`src/rtl/rerc_pkg.sv`:
```
package rerc_pkg;

  // Default model geometry.
  localparam int DEF_SPLIT_CONTEXTS = 16;
  localparam int DEF_CHANNELS       = 4;
  localparam int DEF_MAG_CONTEXTS   = 8;
  localparam int DEF_PROB_BITS      = 11;
  localparam int DEF_MOVE_BITS      = 5;

  // The neighbor bucket count is fixed by the context helper upstream.
  localparam int PREV_CONTEXTS = 7;
  localparam int ESC_BITS      = 7;
  localparam int FLUSH_SHIFTS  = 5;

  localparam logic [31:0] RANGE_TOP    = 32'h0100_0000;
  localparam logic [31:0] RANGE_INIT   = 32'hFFFF_FFFF;
  localparam logic [31:0] LOW_FF_LIMIT = 32'hFF00_0000;
  localparam logic [31:0] COUNT_MAX    = 32'hFFFF_FFFF;
  localparam logic [7:0]  FILL_NO_CARRY = 8'hFF;
  localparam logic [7:0]  FILL_CARRY    = 8'h00;

  // One classified item as it travels from the front to the back.
  typedef struct packed {
    logic       kind;
    logic       neg;
    logic [7:0] mag;
    logic [3:0] area_bucket;
    logic [1:0] chan;
    logic [2:0] nbr_bucket;
  } job_t;

endpackage

```
`src/rtl/rerc_queue.sv`:
```
module rerc_queue (
  input  logic            clk,
  input  logic            rst_n,
  input  logic            push_valid,
  output logic            push_ready,
  input  rerc_pkg::job_t  push_job,
  output logic            pop_valid,
  input  logic            pop_ready,
  output rerc_pkg::job_t  pop_job
);
  import rerc_pkg::*;

  localparam int DEPTH = 2;

  job_t       slot_r [DEPTH];
  logic       wptr_r;
  logic       rptr_r;
  logic [1:0] count_r;
  logic       do_push;
  logic       do_pop;

  assign push_ready = (count_r != 2'(DEPTH));
  assign pop_valid  = (count_r != 2'd0);
  assign pop_job    = slot_r[rptr_r];
  assign do_push    = push_valid && push_ready;
  assign do_pop     = pop_valid && pop_ready;

  always_ff @(posedge clk) begin
    if (!rst_n) begin
      wptr_r  <= 1'b0;
      rptr_r  <= 1'b0;
      count_r <= 2'd0;
    end else begin
      if (do_push) begin
        wptr_r <= !wptr_r;
      end
      if (do_pop) begin
        rptr_r <= !rptr_r;
      end
      if (do_push && !do_pop) begin
        count_r <= count_r + 2'd1;
      end else if (do_pop && !do_push) begin
        count_r <= count_r - 2'd1;
      end
    end
  end

  always_ff @(posedge clk) begin
    if (do_push) begin
      slot_r[wptr_r] <= push_job;
    end
  end

endmodule

```
`config.mk`:
```
export PLATFORM = sky130hd
export DESIGN_NAME = rerc_queue
export DESIGN_NICKNAME = d
export VERILOG_FILES = /design/src/rtl/rerc_pkg.sv /design/src/rtl/rerc_queue.sv
export SDC_FILE = /design/constraint.sdc
export NUM_CORES = 1
export LEC_CHECK = 0
export ABC_AREA = 1
export BUFFER_PORTS_ARGS = -buffer_cell sky130_fd_sc_hd__buf_4
export CORE_MARGIN = 8
export CORE_UTILIZATION = 51
export DETAILED_ROUTE_END_ITERATION = 6
export PLACE_DENSITY = 0.82
export SYNTH_ARGS = -nofsm -noshare
export SYNTH_HDL_FRONTEND = slang
export SYNTH_SLANG_ARGS = --single-unit
```
`constraint.sdc`:
```
create_clock -name clk -period 2 [get_ports clk]
set_input_delay 0.1 -clock clk [delete_from_list [all_inputs] [get_ports clk]]
set_output_delay 0.1 -clock clk [all_outputs]
set_load 0.005 [all_outputs]
```
# Word level (Yosys, flattened, before mapping)
# Memory sizes are Yosys's and may differ from the RTL's. A register that Yosys moved wholly into a read port is not among the register bits.
# Index checks and enable logic that the tools add are counted.
# totals
ff_bits,4
word_cells,23
inputBits,23
output_inout_bits,21
n_memories,1
mem_bits_rw,38
# mem_list
name,words,word_bits,read_ports,rd_ports_with_merged_regs,write_ports,line,text
slot_r,2,19,1,1,1,rerc_queue.sv:15,job_t slot_r [DEPTH];
# classes
eq_ne,1
add_sub_neg,2
reduce_logical,10
mux,6
# ops
op,count
$logic_and A1 B1 Y1,4
$logic_not A1 Y1,4
$mux W1,4
$mux W2,2
$reduce_bool A2 Y1,2
$add A2 B1 Y2 const B,1
$ne A2 B2 Y1 const B,1
$sub A2 B1 Y2 const B,1

# Logic depth before layout (Yosys ltp)
# Gate-level depths: netlist (run 1).
# depth
word_depth,6
depth_mapped,11
ltp_nobuf,11

# Least setup slack after synthesis (run 1)
# OpenSTA, ideal clock, no wires.
# synth_timing
path_kind,register to register
startpoint,register count_r[0]
endpoint,"memory slot_r[1][0] in the netlist's numbering, enable pin"
setup_ns,0.395
path_stages_with_launch,5
arrival_time_ns,1.408
n_path_buf,0
setup_slack_ns,0.197
required_time_ns,1.605
synth_period_minus_slack_ns,1.803
path_cell_list,dfxtp_1 -> inv_1 -> nand2_1 -> nand2_1 -> nor2_1
# synth_via
elab_chain_len,4
# synth_lines
item,line,text
from (decl),rerc_queue.sv:18,logic [1:0] count_r;
from (signal assigned),rerc_queue.sv:41,count_r <= count_r + 2'd1;
from (signal assigned),rerc_queue.sv:43,count_r <= count_r - 2'd1;
$ne A2 B2 Y1,rerc_queue.sv:22,assign push_ready = (count_r != 2'(DEPTH));
net push_ready,rerc_queue.sv:5,"output logic push_ready,"
$logic_and A1 B1 Y1,rerc_queue.sv:25,assign do_push = push_valid && push_ready;
$mux W1,rerc_queue.sv:49,if (do_push) begin
$mux W1 (not written as such),rerc_queue.sv:50,slot_r[wptr_r] <= push_job;
to (decl),rerc_queue.sv:15,
# The timed path passes the listed nets, and every way through them passes these cells.

==> impl_metrics.ini, run 1 <==
[run_status]
status = finished, final reports clean

[yosys]
synth.top_cell.area_share = 0.686
ys_ff_latch = 43
ys_warn_count = 0
synth_area_um2 = 1660
synth_cell_types = 15
synth.area.top_cells = edfxtp_1, mux2_4, mux2_2
synth_top_cell_by_area = edfxtp_1
synth_cells = 96
syn_nets = 120
synth_area_per_cell_um2 = 17.3
seq_area_frac_synth = 0.746

[placement]
portBuffers = 43
dp.final_hpwl_um = 2210
routabilityCongestion = 0.679
dpl_worst_slack_ns = 0.507

[clock_tree]
cts_tree = built
cts.hold.buffers_added = 19
cts.clk_slew.worst_paths_ns = 0.12
cts_root_buf = clkbuf_4
cts-resized-gates = 0
cts-htree-levels = 2
cts_buffers = 5
clock_path_buffers = 2
clock-sinks = 43
post_cts_buffers = 0
clock_latency_ns = 0.34

[setup_path]
cp_top_family = flip-flops
crit_path_start_kind = register
path_class = reg2out
slowest_delay_ns = 0.56
path_common_cell = buf_4
cp.buffers_inverters = 2
worst-path-max-fanout = 9
cp.required_ns = 1.90
critPathCaptureType = output port
worstPathArrival_ns = 1.63
reg2regPathDepth = 9
crit_path_cell_trace = buf_4 > mux2_2 > buf_4
crit_cells = 3
slowest_stage = dfxtp_1

[global_routing]
grt_usage = 0.132
gr-total-overflow = 0
first_global_vias = 1109
antenna_found_initial = 0
grt_pass1_wl_um = 5340
grt_max_degree = 15

[detailed_routing]
via_per_inst = 4.63
antenna_left = 0
drtIter0Drc = 59
wl_um = 3250
wl_per_cell_um = 15.1
drc = 0
num_vias = 996
first_pass_iters = 4

[timing]
period_needed_ns = 1.73
max_slew_margin = 0.761
max_freq_ghz = 0.577
rsz0062_at_grt = false
finalSetupTns_ns = 0
finalSetupViolCount = 0
hold_viol_final = 0
worstMarginPinSlew_ns = 0.357
slew_violations = 0
worst_slack_ns = 0.266
fin_crit_sh = 0.867
skew_ns = 0.00897

[layout]
drive_gt1_frac = 0.456
fillers = 195
multi_input_area_um2 = 367
synthToLayoutAreaGrowth_pct = 40.8
finalNetCount = 194
diodes = 0
regArea_um2 = 1240
utilization = 0.761

[die]
fp.dieH_um = 73.1
core_um2 = 3080
initial_core_util = 0.541
die-area_um2 = 5350
rows = 20
fp.dieW_um = 73.1
boundaryPins = 44

[pwr]
peakVddDrop_mv = 0.640
p_leak_nw = 0.955
p_per_area_nw_per_um2 = 1070

[worst_hold_path]
hold_depth = 4
hp-class = in2reg

[job]
cap_violations = 0
[per-stage QoR]
step                instance area [µm²]  power, W  instances  hold WS (ns)
floorplan                          1660   0.00163         96         0.199
global placement                   2060   0.00193        187         0.285
detailed placement                 2060   0.00196        187         0.287
CTS                                2330   0.00252        214       0.00538
global route                       2340   0.00264        215         0.204
finish                             2340   0.00250        215         0.177
[worst min-delay path, cell delays in order]
cell and delay, ns:
buf_4 0.08, o21a_1 0.15, nor2_1 0.06, nor2_1 0.09
[flip-flops by register name, indices dropped and copies added (netlist names), named ones only]
signal,count
wptr_r,1
slot_r,38
rptr_r,1
count_r,2
[cell type report]
class / count / share of cell area
Clock buffer: 5 / 0.0160
Multi-Input combinational cell: 43 / 0.157
Timing Repair Buffer: 69 / 0.243
Inverter: 8 / 0.0128
Tap cell: 44 / 0.0235
Clock inverter: 3 / 0.0187
Sequential cell: 43 / 0.530
[cell usage after synthesis, drive strengths merged]
library cell / instances
edfxtp: 38
mux2: 19
nand2: 9
inv: 8
nor2: 8
dfxtp: 5
buf: 2
o21ai: 2
a21oi: 1
ha: 1
nand3: 1
nand4: 1
o21a: 1
[cells in the final DEF (no fill, tap or decap), drive strengths merged, types with 2 or more instances in the layout]
| cell | count |
|---|---|
| nor2 | 8 |
| clkbuf | 5 |
| inv | 8 |
| buf | 49 |
| nand2 | 9 |
| mux2 | 19 |
| clkinv | 2 |
| dfxtp | 5 |
| edfxtp | 38 |
| o21ai | 2 |
| dlygate4sd3 | 20 |
[final timing paths]
kind	slack [ns]	end	startpoint
worst max-delay path	0.27	pop_job[13]	register
worst max register to register	0.47	count_r[1]	count_r[0]
worst min-delay path	0.18	rptr_r	pop_ready
worst min register to register	0.53	rptr_r	rptr_r
[routing by layer]
| metal | GRT usage | wire length, µm | up-vias |
|---|---|---|---|
| met3 | 0.0522 | 219 | 4 |
| met1 | 0.139 | 1330 | 461 |
| met2 | 0.232 | 1680 | 34 |
| met5 | 0 | 0 | - |
| li1 | - | - | 497 |
| met4 | 0.0467 | 23 | 0 |
[report_power, final]
| group | leakage (nW) | switching, W | internal (W) |
|---|---|---|---|
| logic | 0.514 | 0.000327 | 0.000438 |
| registers | 0.396 | 0.0000636 | 0.00114 |
| clock network | 0.0452 | 0.000267 | 0.000263 |
[cells by family (layout without fill, tap and decap cells)]
group                      Yosys count  in the layout  synth area share
and+or+nand+nor                     19             19            0.0451
DFF                                 43             43             0.746
buffers and inverters               10             85            0.0368
AOI/OAI and AO/OA                    4              4            0.0135
muxes                               19             19             0.151
adders and majority gates            1              1           0.00752
(Power assumes the default switching activity.)
==> inputs of run 2 (changes only) <==
--- a/config.mk
+++ b/config.mk
@@ -10,7 +10,7 @@
 export CORE_MARGIN = 8
 export CORE_UTILIZATION = 51
 export DETAILED_ROUTE_END_ITERATION = 6
-export PLACE_DENSITY = 0.82
+export PLACE_DENSITY = 0.78
 export SYNTH_ARGS = -nofsm -noshare
 export SYNTH_HDL_FRONTEND = slang
 export SYNTH_SLANG_ARGS = --single-unit
==> impl_metrics.ini, run 2 (same netlist as run 1, synthesis figures left out) <==
[detailed_routing]
first_pass_iters = 4
num_vias = 1000
antenna_left = 0
via_per_inst = 4.65
wl_um = 3160
drc = 0
wl_per_cell_um = 14.7
drtIter0Drc = 85

[layout]
regArea_um2 = 1240
synthToLayoutAreaGrowth_pct = 42.0
finalNetCount = 194
reg_top3 = slot_r (38), count_r (2)
drive_gt1_frac = 0.450
diodes = 0
final_cell_mix = buf_4, edfxtp_1, dlygate4sd3_1
top_register = slot_r
largest_reg_flops = 38
fillers = 199
fin_area_um2 = 2360
final_common_cell = buf_4
multi_input_area_um2 = 367

[pwr]
pwr-share-clk = 0.252
p_sw_frac = 0.249
switchingPower_w = 0.000652
p_seq_frac = 0.453
p_int_w = 0.00197
pwr-share-comb = 0.295
p_per_area_nw_per_um2 = 1110
p_leak_nw = 0.962
peakVddDrop_mv = 0.857

[setup_path]
critPathCaptureType = register
reg2regPathDepth = 10
crit_path_start_kind = register
worstPathArrival_ns = 1.80
cp.buffers_inverters = 4
worst-path-max-fanout = 5
slowest_stage = dfxtp_1
cp_top_family = simple AND/OR/NAND/NOR gates
rrSetupSlack_ns = 0.50
path_common_cell = inv_1
path_class = reg2reg
crit_path_cell_trace = inv_1 > nand2_1 > nand2_1 > inv_1 > ha_1 > inv_1 > nand3_1 > nand2_1 > inv_1 > nor2_1
slowest_delay_ns = 0.34
cp.required_ns = 2.29
r2r-end = count_r[1]
r2r-start = count_r[0]

[worst_hold_path]
hp-start = pop_ready
hp-class = in2reg
hold_depth = 4

[timing]
max_freq_ghz = 0.666
hold_viol_final = 0
rsz0062_at_grt = false
worstMarginPinSlew_ns = 0.194
fin_crit_sh = 0.751
skew_ns = 0.0113
period_needed_ns = 1.50
finalSetupTns_ns = 0
slew_violations = 0
max_slew_margin = 0.870
worst_slack_ns = 0.498
finalSetupViolCount = 0

[placement]
dp.final_hpwl_um = 2160
portBuffers = 43
routabilityCongestion = 0.604
dpl_cell_area_um2 = 2060
dpl_worst_slack_ns = 0.523

[die]
initial_core_util = 0.541
fp.dieW_um = 73.1
die-area_um2 = 5350
fp.dieH_um = 73.1
core_um2 = 3080
rows = 20
boundaryPins = 44

[clock_tree]
cts.clk_slew.worst_paths_ns = 0.11
post_cts_buffers = 0
clock-sinks = 43
clock_latency_ns = 0.36
clock_path_buffers = 2
cts-htree-levels = 2
cts_buffers = 5
cts_tree = built
cts_root_buf = clkbuf_4

[run_status]
status = finished, final reports clean

[global_routing]
grt_max_degree = 14
first_global_vias = 1049
antenna_found_initial = 0
grt_usage = 0.129
grt_pass1_wl_um = 5010
gr-total-overflow = 0

[job]
cap_violations = 0
[run 2: changes by cell type in the layout (fill, tap and decap cells not counted)]
cell       before  now
clkinv_4        1    0
clkinv_2        1    0
bufinv_16       1    2
clkbuf_1        0    1
[run 2: power by group through the flow]
| stage | combinational (W) | sequential [W] | clock (W) |
|---|---|---|---|
| after floorplan | 0.000436 | 0.00119 | 0 |
| after global placement | 0.000728 | 0.00120 | 0 |
| after detailed placement | 0.000752 | 0.00121 | 0 |
| after CTS | 0.000785 | 0.00119 | 0.000673 |
| after global routing | 0.000852 | 0.00120 | 0.000703 |
| final | 0.000772 | 0.00118 | 0.000660 |
[run 2: worst max path at each step]
stage	start	end	slack (ns)	cells past startpoint
after floorplan	count_r[0]	slot_r[1][0]	0.20	4
after global placement	count_r[0]	count_r[1]	0.65	10
after detailed placement	count_r[0]	count_r[1]	0.52	10
after CTS	register	pop_job[0]	0.49	3
after global routing	count_r[0]	count_r[1]	0.32	10
final	count_r[0]	count_r[1]	0.50	10
[run 2: worst min-delay path, stage by stage]
cell    delay [ns]
buf_4         0.08
o21a_1        0.16
nor2_1        0.06
nor2_1        0.09
[run 2: routing by layer]
metal | part of all wire | track usage
met5 | 0 | 0
met4 | 0.018 | 0.0600
met2 | 0.53 | 0.227
met1 | 0.39 | 0.126
met3 | 0.063 | 0.0577
[run 2: area by class of cell]
type                    count  share of cell area
flip-flops and latches     43               0.525
repair buffers             69               0.240
multi-input cells          43               0.155
clock inverters             2              0.0254
well taps                  44              0.0233
clock buffers               6              0.0175
inverters                   8              0.0127
[run 2: stage by stage]
stage	total power (W)	hold WS [ns]	utilization	std cells
5_1_grt	0.00276	0.200	0.767	215
4_1_cts	0.00264	0.145	0.767	215
6_report	0.00262	0.169	0.767	215
3_5_place_dp	0.00196	0.287	0.670	187
2_1_floorplan	0.00163	0.199	-	96
3_3_place_gp	0.00192	0.285	0.670	187
[run 2: repair_timing]
item	in CTS	in global routing
gates resized for setup	0	0
hold buffers	20	0
endpoints found under the hold margin	40	0
