**src/rtl/rerc_pkg.sv**
```systemverilog
package rerc_pkg;

  // Default model geometry.
  localparam int DEF_SPLIT_CONTEXTS = 16;
  localparam int DEF_CHANNELS       = 4;
  localparam int DEF_MAG_CONTEXTS   = 8;
  localparam int DEF_PROB_BITS      = 11;
  localparam int DEF_MOVE_BITS      = 5;

  // The neighbor bucket count is fixed by the context helper upstream.
  localparam int PREV_CONTEXTS = 7;
  localparam int ESC_BITS      = 7;
  localparam int FLUSH_SHIFTS  = 5;

  localparam logic [31:0] RANGE_TOP    = 32'h0100_0000;
  localparam logic [31:0] RANGE_INIT   = 32'hFFFF_FFFF;
  localparam logic [31:0] LOW_FF_LIMIT = 32'hFF00_0000;
  localparam logic [31:0] COUNT_MAX    = 32'hFFFF_FFFF;
  localparam logic [7:0]  FILL_NO_CARRY = 8'hFF;
  localparam logic [7:0]  FILL_CARRY    = 8'h00;

  // One classified item as it travels from the front to the back.
  typedef struct packed {
    logic       kind;
    logic       neg;
    logic [7:0] mag;
    logic [3:0] area_bucket;
    logic [1:0] chan;
    logic [2:0] nbr_bucket;
  } job_t;

endpackage

```
**src/rtl/rerc_ifs.sv**
```systemverilog
interface rerc_in_if;
  logic              valid;
  logic              ready;
  logic              kind;
  logic signed [7:0] residual;
  logic [3:0]        area_bucket;
  logic [1:0]        chan;
  logic [2:0]        nbr_bucket;

  modport source (output valid, kind, residual, area_bucket, chan, nbr_bucket, input ready);
  modport sink (input valid, kind, residual, area_bucket, chan, nbr_bucket, output ready);
endinterface


```
**src/rtl/rerc_front.sv**
```systemverilog
module rerc_front #(
  parameter int SPLIT_CONTEXTS = rerc_pkg::DEF_SPLIT_CONTEXTS,
  parameter int CHANNELS       = rerc_pkg::DEF_CHANNELS
) (
  input  logic            clk,
  input  logic            rst_n,
  rerc_in_if.sink         in_bus,
  output logic            job_valid,
  input  logic            job_ready,
  output rerc_pkg::job_t  job
);
  import rerc_pkg::*;

  logic  v_r;
  job_t  job_r;
  job_t  cls;
  logic  accept;

  assign in_bus.ready = !v_r || job_ready;
  assign accept       = in_bus.valid && in_bus.ready;

  // Saturate the context buckets and split the residual into sign and magnitude.
  always_comb begin
    cls.kind = in_bus.kind;
    cls.neg  = in_bus.residual[7];
    cls.mag  = in_bus.residual[7] ? 8'(-in_bus.residual) : 8'(in_bus.residual);
    cls.area_bucket = (int'(in_bus.area_bucket) >= SPLIT_CONTEXTS) ?
                      4'(SPLIT_CONTEXTS - 1) : in_bus.area_bucket;
    cls.chan = (int'(in_bus.chan) >= CHANNELS) ? 2'(CHANNELS - 1) : in_bus.chan;
    cls.nbr_bucket = (int'(in_bus.nbr_bucket) >= PREV_CONTEXTS) ?
                     3'(PREV_CONTEXTS - 1) : in_bus.nbr_bucket;
  end

  always_ff @(posedge clk) begin
    if (!rst_n) begin
      v_r <= 1'b0;
    end else if (accept) begin
      v_r <= 1'b1;
    end else if (job_ready) begin
      v_r <= 1'b0;
    end
  end

  always_ff @(posedge clk) begin
    if (accept) begin
      job_r <= cls;
    end
  end

  assign job_valid = v_r;
  assign job       = job_r;

endmodule

```
**src/flat_wrapper.sv**
```systemverilog
// flat-port wrapper written by rule: the top's interface ports become plain ports
module rerc_front_flat import rerc_pkg::*;
#(
  parameter int SPLIT_CONTEXTS = rerc_pkg::DEF_SPLIT_CONTEXTS,
  parameter int CHANNELS       = rerc_pkg::DEF_CHANNELS
)
  (clk, rst_n, job_valid, job_ready, job, in_bus_valid, in_bus_kind, in_bus_residual, in_bus_area_bucket, in_bus_chan, in_bus_nbr_bucket, in_bus_ready);
  rerc_in_if in_bus_i ();
  input  logic clk;
  input  logic rst_n;
  output logic job_valid;
  input  logic job_ready;
  output rerc_pkg::job_t job;
  input wire logic [$bits(in_bus_i.valid)-1:0] in_bus_valid;
  input wire logic [$bits(in_bus_i.kind)-1:0] in_bus_kind;
  input wire logic [$bits(in_bus_i.residual)-1:0] in_bus_residual;
  input wire logic [$bits(in_bus_i.area_bucket)-1:0] in_bus_area_bucket;
  input wire logic [$bits(in_bus_i.chan)-1:0] in_bus_chan;
  input wire logic [$bits(in_bus_i.nbr_bucket)-1:0] in_bus_nbr_bucket;
  output wire logic [$bits(in_bus_i.ready)-1:0] in_bus_ready;
  assign in_bus_i.valid = in_bus_valid;
  assign in_bus_i.kind = in_bus_kind;
  assign in_bus_i.residual = in_bus_residual;
  assign in_bus_i.area_bucket = in_bus_area_bucket;
  assign in_bus_i.chan = in_bus_chan;
  assign in_bus_i.nbr_bucket = in_bus_nbr_bucket;
  assign in_bus_ready = in_bus_i.ready;
  rerc_front #(.SPLIT_CONTEXTS(SPLIT_CONTEXTS), .CHANNELS(CHANNELS)) u_core (.clk(clk), .rst_n(rst_n), .in_bus(in_bus_i), .job_valid(job_valid), .job_ready(job_ready), .job(job));
endmodule
```
**config.mk**
```make
export PLATFORM = sky130hd
export DESIGN_NAME = rerc_front_flat
export DESIGN_NICKNAME = d
export VERILOG_FILES = /design/src/rtl/rerc_pkg.sv /design/src/rtl/rerc_ifs.sv /design/src/rtl/rerc_front.sv /design/src/flat_wrapper.sv
export SDC_FILE = /design/constraint.sdc
export NUM_CORES = 1
export LEC_CHECK = 0
export ABC_AREA = 1
export BUFFER_PORTS_ARGS = -buffer_cell sky130_fd_sc_hd__buf_2
export CORE_MARGIN = 2
export CORE_UTILIZATION = 25
export DETAILED_ROUTE_END_ITERATION = 10
export GPL_TIMING_DRIVEN = 1
export SYNTH_ARGS = -nofsm -noshare
export SYNTH_HDL_FRONTEND = slang
export SYNTH_SLANG_ARGS = --single-unit
```
**constraint.sdc**
```tcl
create_clock -name clk -period 1.7 [get_ports clk]
set_input_delay 0.17 -clock clk [delete_from_list [all_inputs] [get_ports clk]]
set_output_delay 0.17 -clock clk [all_outputs]
set_load 0.05 [all_outputs]
```
# --- Word level (Yosys, flattened, before mapping) ---
# Index checks and enable logic that the tools add are counted.
op_classes:
  n_addsub: 1
  order_cmp: 1
  mux: 3
  n_reduce_logical: 4
op_table:
  columns: ["op", "count"]
  rows:
  - ["$neg 8->8", 1]
  - ["$mux 7", 1]
  - ["$ge 3x3->1 const B", 1]
  - ["$mux 1", 2]
  - ["$reduce_bool 2->1", 1]
  - ["$logic_and 1x1->1", 1]
  - ["$logic_not 1->1", 1]
  - ["$logic_or 1x1->1", 1]
totals:
  register_bits: 20
  out_inout_bits: 21

# --- Logic depth before layout (Yosys ltp) ---
# Gate-level depths: netlist of run 1.
logic_depth:
  ltp_word: 4
  depth_mapped: 6

# --- Worst setup path before layout of run 1 ---
# OpenSTA, ideal clock, no wires.
synth_path:
  path_type: "reg2reg"
  from: "register u_core.v_r (netlist: u_core.job_valid)"
  to: "register u_core.job_r (netlist bit u_core.job[0]), enable pin"
  setup_ns: 0.401
  arrival_time_ns: 1.539
  required_ns: 1.299
  setup_slack_ns: -0.240
  stages_incl_launch_ff: 2
  path_buffers: 0
  cell_sequence: "dfxtp_1 a21oi_1"
synth_via:
  elab_chain_cells: 3
synth_rtl:
  columns: ["item", "line", "text"]
  rows:
  - ["from (decl)", "rerc_front.sv:14", "logic v_r;"]
  - ["from (signal assigned)", "rerc_front.sv:36", "v_r <= 1'b0;"]
  - ["from (signal assigned)", "rerc_front.sv:38", "v_r <= 1'b1;"]
  - ["from (signal assigned)", "rerc_front.sv:40", "v_r <= 1'b0;"]
  - ["$logic_not 1->1", "rerc_front.sv:19", "assign in_bus.ready = !v_r || job_ready;"]
  - ["$logic_or 1x1->1", "rerc_front.sv:19", null]
  - ["$logic_and 1x1->1", "rerc_front.sv:20", "assign accept = in_bus.valid && in_bus.ready;"]
  - ["named net u_core.accept", "rerc_front.sv:17", "logic accept;"]
  - ["to (signal assigned)", "rerc_front.sv:46", "job_r <= cls;"]
  - ["to (decl)", "rerc_front.sv:15", "job_t job_r;"]
# The timed path passes the listed nets, and every way through them passes these cells.
# A chain may end at the register's enable or synchronous reset.

# --- Worst setup path in the final report of run 1 ---
layout_path:
  from: "register u_core.v_r (netlist: u_core.job_valid)"
  to: "output port in_bus_ready"
layout_via:
  elab_chain_cells: 2
layout_rtl:
  columns: ["item", "line", "text"]
  rows:
  - ["$logic_not 1->1", "rerc_front.sv:19", null]
  - ["$logic_or 1x1->1", "rerc_front.sv:19", null]
  - ["to (decl)", "flat_wrapper.sv:20", "output wire logic [$bits(in_bus_i.ready)-1:0] in_bus_ready;"]
# Every way passes these cells.

==> results of run 1 <==
## logic make-up after synthesis
kind of cell    Yosys count
simple gates             29
flops                    20
compound gates            4
fa+ha+maj                 1
buf+inv                  11
xor+xnor                  1
## state kept, by name (all words and copies together) (netlist names)
signal	flops
u_core.job_valid	1
u_core.job	19
## layout make-up
type	count	area [um^2]	area share (%)
tap	44	55.1	5.01
timing repair buffer	43	218	19.8
multi-input combinational	35	180	16.4
inverter	8	30.0	2.73
sequential	20	591	53.7
clock buffer	3	22.5	2.05
clock inverter	1	3.75	0.341
## metrics by stage
stage	instances	util (%)	area [um^2]	total power, uW	setup slack [ns]
final	154	35.7	1100	1020	0.567
after global routing	154	35.7	1100	1070	0.515
after CTS	154	35.7	1100	1030	0.546
after detailed placement	150	34.9	1070	817	0.566
after global placement	150	34.9	1070	815	0.601
after floorplan	66	-	820	756	0.172
## how the worst max path moves through the flow
stage / cells past startpoint / from / to
finish: 2 / u_core.job_valid / in_bus_ready
global route: 2 / u_core.job_valid / in_bus_ready
CTS: 2 / u_core.job_valid / in_bus_ready
detailed placement: 7 / in_bus_residual[0] / u_core.job[11]
global placement: 7 / in_bus_residual[0] / u_core.job[11]
floorplan: 1 / u_core.job_valid / u_core.job[0]
## worst max-delay path, cell delays in order, from the launching register on
cell,delay [ns]
dfxtp_1,0.34
nand2_1,0.08
buf_2,0.26
## Yosys cell counts
master | count | share of area [%]
xor2_1 | 1 | 1.1
nand3_2 | 1 | 1.2
clkbuf_1 | 2 | 0.92
a21boi_0 | 2 | 1.8
dfxtp_1 | 1 | 2.5
buf_6 | 1 | 1.4
ha_1 | 1 | 1.5
nand2_1 | 17 | 7.8
nand3b_1 | 2 | 1.8
a21oi_1 | 1 | 0.61
nor2_2 | 1 | 0.77
inv_1 | 8 | 3.7
nor2_1 | 4 | 1.8
edfxtp_1 | 19 | 70
o21ai_0 | 1 | 0.61
nand3_1 | 4 | 2.5
## power breakdown
group          switching (uW)  internal, uW
Sequential               6.61           577
Combinational             165          54.8
Clock                     128          85.3
## cell usage in the layout (no fill, tap or decap)
cell type	synthesis	layout
buf_2	0	42
edfxtp_1	19	19
nand2_1	17	17
inv_1	8	8
nor2_1	4	4
nand3_1	4	4
clkbuf_4	0	3
nand3b_1	2	2
a21boi_0	2	2
a21oi_2	0	1
nor2_2	1	1
nand3_2	1	1
xor2_1	1	1
o21ai_0	1	1
ha_1	1	1
clkinv_1	0	1
buf_4	0	1
dfxtp_1	1	1
## per-layer routing
| layer | vias to the layer above | global-route usage (%) | share of wire, % |
|---|---|---|---|
| met3 | 2 | 3.78 | 18 |
| met4 | 0 | 5.59 | 1.2 |
| met1 | 250 | 6.86 | 37 |
| met5 | - | 0 | 0 |
| li1 | 307 | - | - |
| met2 | 41 | 12.8 | 44 |
==> impl_metrics.env, run 1 <==
export IMPL_p_leak_uw=0.000508
export IMPL_rsz0062_at_grt="no"
export IMPL_synth_mux_area_share_pct=0
export IMPL_via_per_inst=3.90
export IMPL_maxSlewViolCount=0
export IMPL_holdBufCountCts=0
export IMPL_r2r_slack_ns=0.67
export IMPL_dp_hpwl_um=1150
export IMPL_min_delay_start="in_bus_area_bucket[3]"
export IMPL_dieHeight_um=61.1
export IMPL_min_to="u_core.job[8]"
export IMPL_clock_latency_ns=0.29
export IMPL_pin_count=43
export IMPL_vias=600
export IMPL_yosysWarnings=0
export IMPL_synth_cells=66
export IMPL_critPathKind="register to primary output"
export IMPL_hold_path_class="primary input to register"
export IMPL_crit_arrival_ns=0.96
export IMPL_drcViolationCount=0
export IMPL_cts_made_buffers=3
export IMPL_syn_to_final_growth_pct=34.8
export IMPL_syn_area_um2=816
export IMPL_synth_adder_area_share_pct=1.53
export IMPL_synth_cell_types=16
export IMPL_yosys_area_share_simple_pct=16.0
export IMPL_place_congestion=0.707
export IMPL_ys_seq_elements=20
export IMPL_cts_sinks=20
export IMPL_worst_pin_slew_ns=0.260
export IMPL_whs_ns=0.0481
export IMPL_fin_crit_sh_pct=66.7
export IMPL_wl_per_cell_um=8.98
export IMPL_synth_top_family_by_area="simple AND/OR/NAND/NOR gates"
export IMPL_path_max_fanout=3
export IMPL_ant_nets=0
export IMPL_drive_gt1_share_pct=44.5
export IMPL_ys_seq_area_share_pct=72.4
export IMPL_hold_violations=0
export IMPL_endpoint_kind="primary output"
export IMPL_drtIter0Drc=3
export IMPL_die_area_um2=3740
export IMPL_worstPathRequired_ns=1.53
export IMPL_start_kind="register"
export IMPL_drtPass1Iterations=2
export IMPL_cts_setup_buffers=0
export IMPL_antenna_found_initial=0
export IMPL_drt_wl_total_um=1380
export IMPL_grt_overflow_total=0
export IMPL_grt_max_degree=20
export IMPL_synth_xor_area_share_pct=1.07
export IMPL_htreeDepth=1
export IMPL_synth_compound_area_share_pct=3.07
export IMPL_r2r_cells=2
export IMPL_synth_net_count=89
export IMPL_grt_pass1_wl_um=2020
export IMPL_outcome="finished clean"
export IMPL_timing_max_cap_violations=0
export IMPL_root_buffer="clkbuf_4"
export IMPL_std_cell_rows=20
export IMPL_clkSlewWorstSetupHoldPaths_ns=0.10
export IMPL_max_freq_ghz=0.882
export IMPL_ir_worst_vdd_uv=220
export IMPL_start_util_pct=26.5
export IMPL_fill_cells=331
export IMPL_min_path_cells=1
export IMPL_setup_tns_ns=0
export IMPL_r2r_start="u_core.job_valid"
export IMPL_num_antenna_cells=0
export IMPL_avgSynthCellArea_um2=12.4
export IMPL_core_area_um2=3080
export IMPL_p_per_area_nw_per_um2=924
export IMPL_grt_pass1_vias=529
export IMPL_grt_usage_pct=7.53
export IMPL_fin_nets=134
export IMPL_relSlewSlack_pct=82.8
export IMPL_post_cts_resized=0
export IMPL_worstReg2RegEnd="u_core.job[0]"
export IMPL_io_buffers=42
export IMPL_cts_path_max_buffers=2
export IMPL_cts_tree="built"
export IMPL_final_setup_viol_count=0
export IMPL_period_needed_ns=1.13
export IMPL_fin_worst_skew_ns=0.00165
export IMPL_die_width_um=61.1
No activity file was read; power rests on OpenSTA's default activity.
==> run 2: changes to the inputs <==
==> constraint.sdc (replaced) <==
create_clock -name clk -period 1.1 [get_ports clk]
set_input_delay 0.11 -clock clk [delete_from_list [all_inputs] [get_ports clk]]
set_output_delay 0.11 -clock clk [all_outputs]
set_load 0.05 [all_outputs]
==> run 2 against run 1 <==
Net effect:
- worst setup slack worse by 0.50 ns
- die area unchanged
- via count up 9.5%
- register-to-register slack worse by 0.52 ns
- clock power up 60%
- first-iteration DRC count rose to 6.3 times the previous value
- worst hold slack better by 0.010 ns
- flip-flop and latch count unchanged
- critical path depth down 1
- final cell count up 7.1%
- wire length up 15%
- core utilization up 4.4 points
- largest power group unchanged
==> impl_metrics.env, run 2 (synthesis results as in run 1) <==
export IMPL_outcome="finished clean"
export IMPL_whs_ns=0.0585
export IMPL_core_area_um2=3080
export IMPL_start_util_pct=26.5
export IMPL_syn_to_final_growth_pct=51.5
export IMPL_hold_violations=0
export IMPL_hold_path_class="primary input to register"
export IMPL_maxSlewViolCount=0
export IMPL_fin_crit_sh_pct=93.9
export IMPL_post_place_ws_ns=0.0638
export IMPL_drtPass1Iterations=4
export IMPL_antenna_found_initial=0
export IMPL_fill_cells=297
export IMPL_dieHeight_um=61.1
export IMPL_die_width_um=61.1
export IMPL_p_per_area_nw_per_um2=1320
export IMPL_drtIter0Drc=19
export IMPL_layout_common_cells="buf_2, edfxtp_1, nand2_1, dlygate4sd3_1, inv_1"
export IMPL_final_setup_viol_count=0
export IMPL_pin_count=43
export IMPL_worstPathCellList="buf_2"
export IMPL_grt_max_degree=20
export IMPL_power_uw=1630
export IMPL_cp_top_family="flip-flops"
export IMPL_setup_tns_ns=0
export IMPL_rsz0062_at_grt="no"
export IMPL_vias=657
export IMPL_timing_final_ws_setup_ns=0.0675
export IMPL_p_leak_uw=0.000563
export IMPL_grt_usage_pct=8.80
export IMPL_relSlewSlack_pct=82.8
export IMPL_start_kind="register"
export IMPL_fin_worst_skew_ns=0.00929
export IMPL_mostFrequentLayoutCell="buf_2"
export IMPL_place_congestion=0.708
export IMPL_drcViolationCount=0
export IMPL_crit_buf_inv=1
export IMPL_fin_nets=145
export IMPL_period_needed_ns=1.03
export IMPL_io_buffers=42
export IMPL_htreeDepth=1
export IMPL_clock_latency_ns=0.29
export IMPL_drt_wl_total_um=1590
export IMPL_grt_pass1_wl_um=2390
export IMPL_num_antenna_cells=0
export IMPL_crit_arrival_ns=0.92
export IMPL_die_area_um2=3740
export IMPL_dp_hpwl_um=1250
export IMPL_endpoint_kind="primary output"
export IMPL_drive_gt1_share_pct=43.0
export IMPL_timing_max_cap_violations=0
export IMPL_cts_setup_buffers=0
export IMPL_worst_pin_slew_ns=0.260
export IMPL_cts_tree="built"
export IMPL_max_freq_ghz=0.969
export IMPL_grt_pass1_vias=620
export IMPL_cts_made_buffers=3
export IMPL_via_per_inst=3.98
export IMPL_grt_overflow_total=0
export IMPL_root_buffer="clkbuf_4"
export IMPL_worstPathRequired_ns=0.99
export IMPL_cts_path_max_buffers=2
export IMPL_largest_register_ffs=19
export IMPL_cp_slowest_cell="dfxtp_4"
export IMPL_clkSlewWorstSetupHoldPaths_ns=0.09
export IMPL_path_max_fanout=3
export IMPL_ir_worst_vdd_uv=275
export IMPL_std_cell_rows=20
export IMPL_cpPeakStageDelay_ns=0.38
export IMPL_critPathKind="register to primary output"
export IMPL_ant_nets=0
export IMPL_wl_per_cell_um=9.64
export IMPL_cts_sinks=20
run 2: path summary, 6_finish.rpt:
path / slack [ns] / cells after the start / to / from
setup reg to reg: 0.15 / 2 / u_core.job[15] / u_core.job_valid
hold / removal: 0.06 / 2 / u_core.job_valid / rst_n
setup / recovery: 0.07 / 1 / job_valid / u_core.job_valid
hold reg to reg: 0.53 / 2 / u_core.job_valid / u_core.job_valid
run 2: power breakdown:
group          internal, uW  switching, uW
combinational           119            264
sequential              890           12.0
clock                   141            200
run 2: stage by stage:
step / cells / area [um^2] / utilization, %
after floorplan: 66 / 833 / -
after global placement: 151 / 1110 / 36.0
after detailed placement: 151 / 1110 / 36.0
after CTS: 165 / 1240 / 40.2
after global routing: 165 / 1240 / 40.2
final: 165 / 1240 / 40.2
run 2: final cells by class:
| class | count | area [um^2] | share of cell area, % |
|---|---|---|---|
| Multi-Input combinational cell | 35 | 190 | 15.4 |
| Tap cell | 44 | 55.1 | 4.45 |
| Inverter | 8 | 30.0 | 2.43 |
| Timing Repair Buffer | 54 | 340 | 27.5 |
| Clock buffer | 4 | 26.3 | 2.13 |
| Sequential cell | 20 | 594 | 48.1 |
run 2: timing repair:
item	4_1_cts	5_1_grt
setup endpoints to repair	1	0
hold endpoints to repair	10	0
hold buffers	10	0
resized for setup	1	0
run 2: per-layer routing:
metal	up-vias	part of all wire [%]	track usage [%]
met5	-	0	0
met4	0	1.9	5.59
met3	3	15	3.99
met2	37	48	17.5
met1	286	34	6.46
li1	331	-	-
==> run 3: changes to the inputs <==
--- a/config.mk
+++ b/config.mk
@@ -9,8 +9,10 @@
 export BUFFER_PORTS_ARGS = -buffer_cell sky130_fd_sc_hd__buf_2
 export CORE_MARGIN = 2
 export CORE_UTILIZATION = 25
+export CTS_BUF_LIST = sky130_fd_sc_hd__clkbuf_4 sky130_fd_sc_hd__clkbuf_8 sky130_fd_sc_hd__clkbuf_16
 export DETAILED_ROUTE_END_ITERATION = 10
 export GPL_TIMING_DRIVEN = 1
+export PLACE_DENSITY = 0.49
 export SYNTH_ARGS = -nofsm -noshare
 export SYNTH_HDL_FRONTEND = slang
 export SYNTH_SLANG_ARGS = --single-unit
==> run 3 against run 2 <==
Net effect:
- total power rose by 15%
- wire length fell by 4.9%
- count of clock-buffer cells in the layout fell by 1
- worst hold slack got worse by 0.014 ns
- cell area rose by 1.9%
- global-route usage fell by 0.29 points
==> impl_metrics.env, run 3 (synthesis results as in run 1) <==
export IMPL_post_place_ws_ns=0.0877
export IMPL_r2r_cells=2
export IMPL_drcViolationCount=0
export IMPL_path_max_fanout=1
export IMPL_cp_top_family="flip-flops"
export IMPL_intPower_uw=1380
export IMPL_dpl_instance_area_um2=1100
export IMPL_cts_path_max_buffers=2
export IMPL_largest_register_ffs=19
export IMPL_drive_gt1_share_pct=44.3
export IMPL_critPathKind="register to primary output"
export IMPL_dp_cells=152
export IMPL_cts_setup_buffers=0
export IMPL_maxSlewViolCount=0
export IMPL_seq_power_share_pct=48.3
export IMPL_ant_nets=0
export IMPL_critical_path_cell_count=1
export IMPL_layout_common_cells="buf_2, edfxtp_1, nand2_1, dlygate4sd3_1, inv_1"
export IMPL_io_buffers=42
export IMPL_hold_violations=0
export IMPL_fill_cells=294
export IMPL_die_area_um2=3740
export IMPL_worstReg2RegEnd="u_core.job[0]"
export IMPL_drtIter0Drc=2
export IMPL_grt_overflow_total=0
export IMPL_crit_buf_inv=1
export IMPL_fin_worst_skew_ns=0.00395
export IMPL_fin_nets=146
export IMPL_htreeDepth=1
export IMPL_drt_wl_total_um=1510
export IMPL_grt_pass1_vias=587
export IMPL_layout_cells_non_filler=166
export IMPL_p_sw_share_pct=26.5
export IMPL_cts_tree="built"
export IMPL_combPwrFrac_pct=20.3
export IMPL_wl_per_cell_um=9.11
export IMPL_place_congestion=0.662
export IMPL_r2r_slack_ns=0.12
export IMPL_max_freq_ghz=0.964
export IMPL_register_area_um2=594
export IMPL_start_util_pct=26.5
export IMPL_p_leak_uw=0.000576
export IMPL_min_to="u_core.job_valid"
export IMPL_grt_usage_pct=8.51
export IMPL_worstPathCellList="buf_2"
export IMPL_relSlewSlack_pct=82.6
export IMPL_grt_max_degree=14
export IMPL_dp_hpwl_um=1240
export IMPL_worstPathRequired_ns=0.99
export IMPL_worst_pin_slew_ns=0.264
export IMPL_r2r_start="u_core.job_valid"
export IMPL_std_cell_rows=20
export IMPL_vias=654
export IMPL_min_path_cells=2
export IMPL_via_per_inst=3.94
export IMPL_timing_max_cap_violations=0
export IMPL_mostFrequentLayoutCell="buf_2"
export IMPL_min_delay_start="rst_n"
export IMPL_final_area_um2=1260
export IMPL_endpoint_kind="primary output"
export IMPL_cts_made_buffers=3
export IMPL_cp_slowest_cell="edfxtp_1"
export IMPL_hold_path_class="primary input to register"
export IMPL_cpPeakStageDelay_ns=0.41
export IMPL_drtPass1Iterations=2
export IMPL_dieHeight_um=61.1
export IMPL_p_per_area_nw_per_um2=1480
export IMPL_clkSlewWorstSetupHoldPaths_ns=0.11
export IMPL_grt_pass1_wl_um=2330
export IMPL_multi_input_area_um2=190
export IMPL_power_uw=1870
export IMPL_timing_final_ws_setup_ns=0.0630
export IMPL_switching_power_uw=495
export IMPL_die_width_um=61.1
export IMPL_pin_count=43
export IMPL_num_antenna_cells=0
export IMPL_root_buffer="clkbuf_4"
export IMPL_rsz0062_at_grt="no"
export IMPL_crit_arrival_ns=0.93
export IMPL_syn_to_final_growth_pct=54.4
export IMPL_ir_worst_vdd_uv=461
export IMPL_final_setup_viol_count=0
export IMPL_period_needed_ns=1.04
export IMPL_fin_crit_sh_pct=94.3
export IMPL_p_clk_share_pct=31.4
export IMPL_start_kind="register"
export IMPL_outcome="finished clean"
export IMPL_cts_sinks=20
export IMPL_clock_latency_ns=0.29
export IMPL_antenna_found_initial=0
export IMPL_core_area_um2=3080
## run 3: cell count changes in the layout (fill, tap and decap cells not counted), sizes merged
cell | previous run | this run
bufinv | 0 | 1
## run 3: how the worst max path moves through the flow
stage                                  start             end  slack (ns)
final                         u_core.job[13]         job[13]        0.06
after global routing        u_core.job_valid    in_bus_ready        0.01
after CTS                   u_core.job_valid       job_valid        0.03
after detailed placement  in_bus_residual[0]  u_core.job[11]        0.09
after global placement    in_bus_residual[0]  u_core.job[11]         0.1
after floorplan             u_core.job_valid   u_core.job[0]       -0.08
## run 3: layout make-up
type                            instances  share of cell area, %
Sequential cell                        20                   47.2
Timing Repair Buffer                   55                   26.8
Multi-Input combinational cell         35                   15.1
Tap cell                               44                   4.37
Clock inverter                          1                   2.38
Inverter                                8                   2.38
Clock buffer                            3                   1.79
## run 3: power groups by stage
stage | Clock [uW] | Sequential, uW | Combinational [uW]
final | 587 | 903 | 380
after global routing | 643 | 908 | 408
after CTS | 611 | 904 | 384
after detailed placement | 0 | 921 | 355
after global placement | 0 | 921 | 351
after floorplan | 0 | 1090 | 79.0
## run 3: repair_timing
| item | CTS | global route |
|---|---|---|
| resized for setup | 1 | 1 |
| hold endpoints to repair | 10 | 0 |
| endpoints found under the setup margin | 1 | 1 |
| hold buffers | 10 | 0 |
## run 3: metal layers
| layer | global-route usage (%) | vias to the layer above | wire length, um |
|---|---|---|---|
| met5 | 0 | - | 0 |
| met4 | 6.52 | 0 | 25 |
| met3 | 0.630 | 2 | 82 |
| met2 | 15.2 | 22 | 788 |
| met1 | 9.27 | 296 | 615 |
| li1 | - | 334 | - |
## run 3: metrics by stage
stage	hold slack, ns	setup TNS (ns)	util, %
after CTS	0.0373	0	40.9
final	0.0449	0	40.9
after detailed placement	0.288	0	35.8
after floorplan	0.209	-1.43	-
after global placement	0.289	0	35.8
after global routing	0.0224	0	40.9
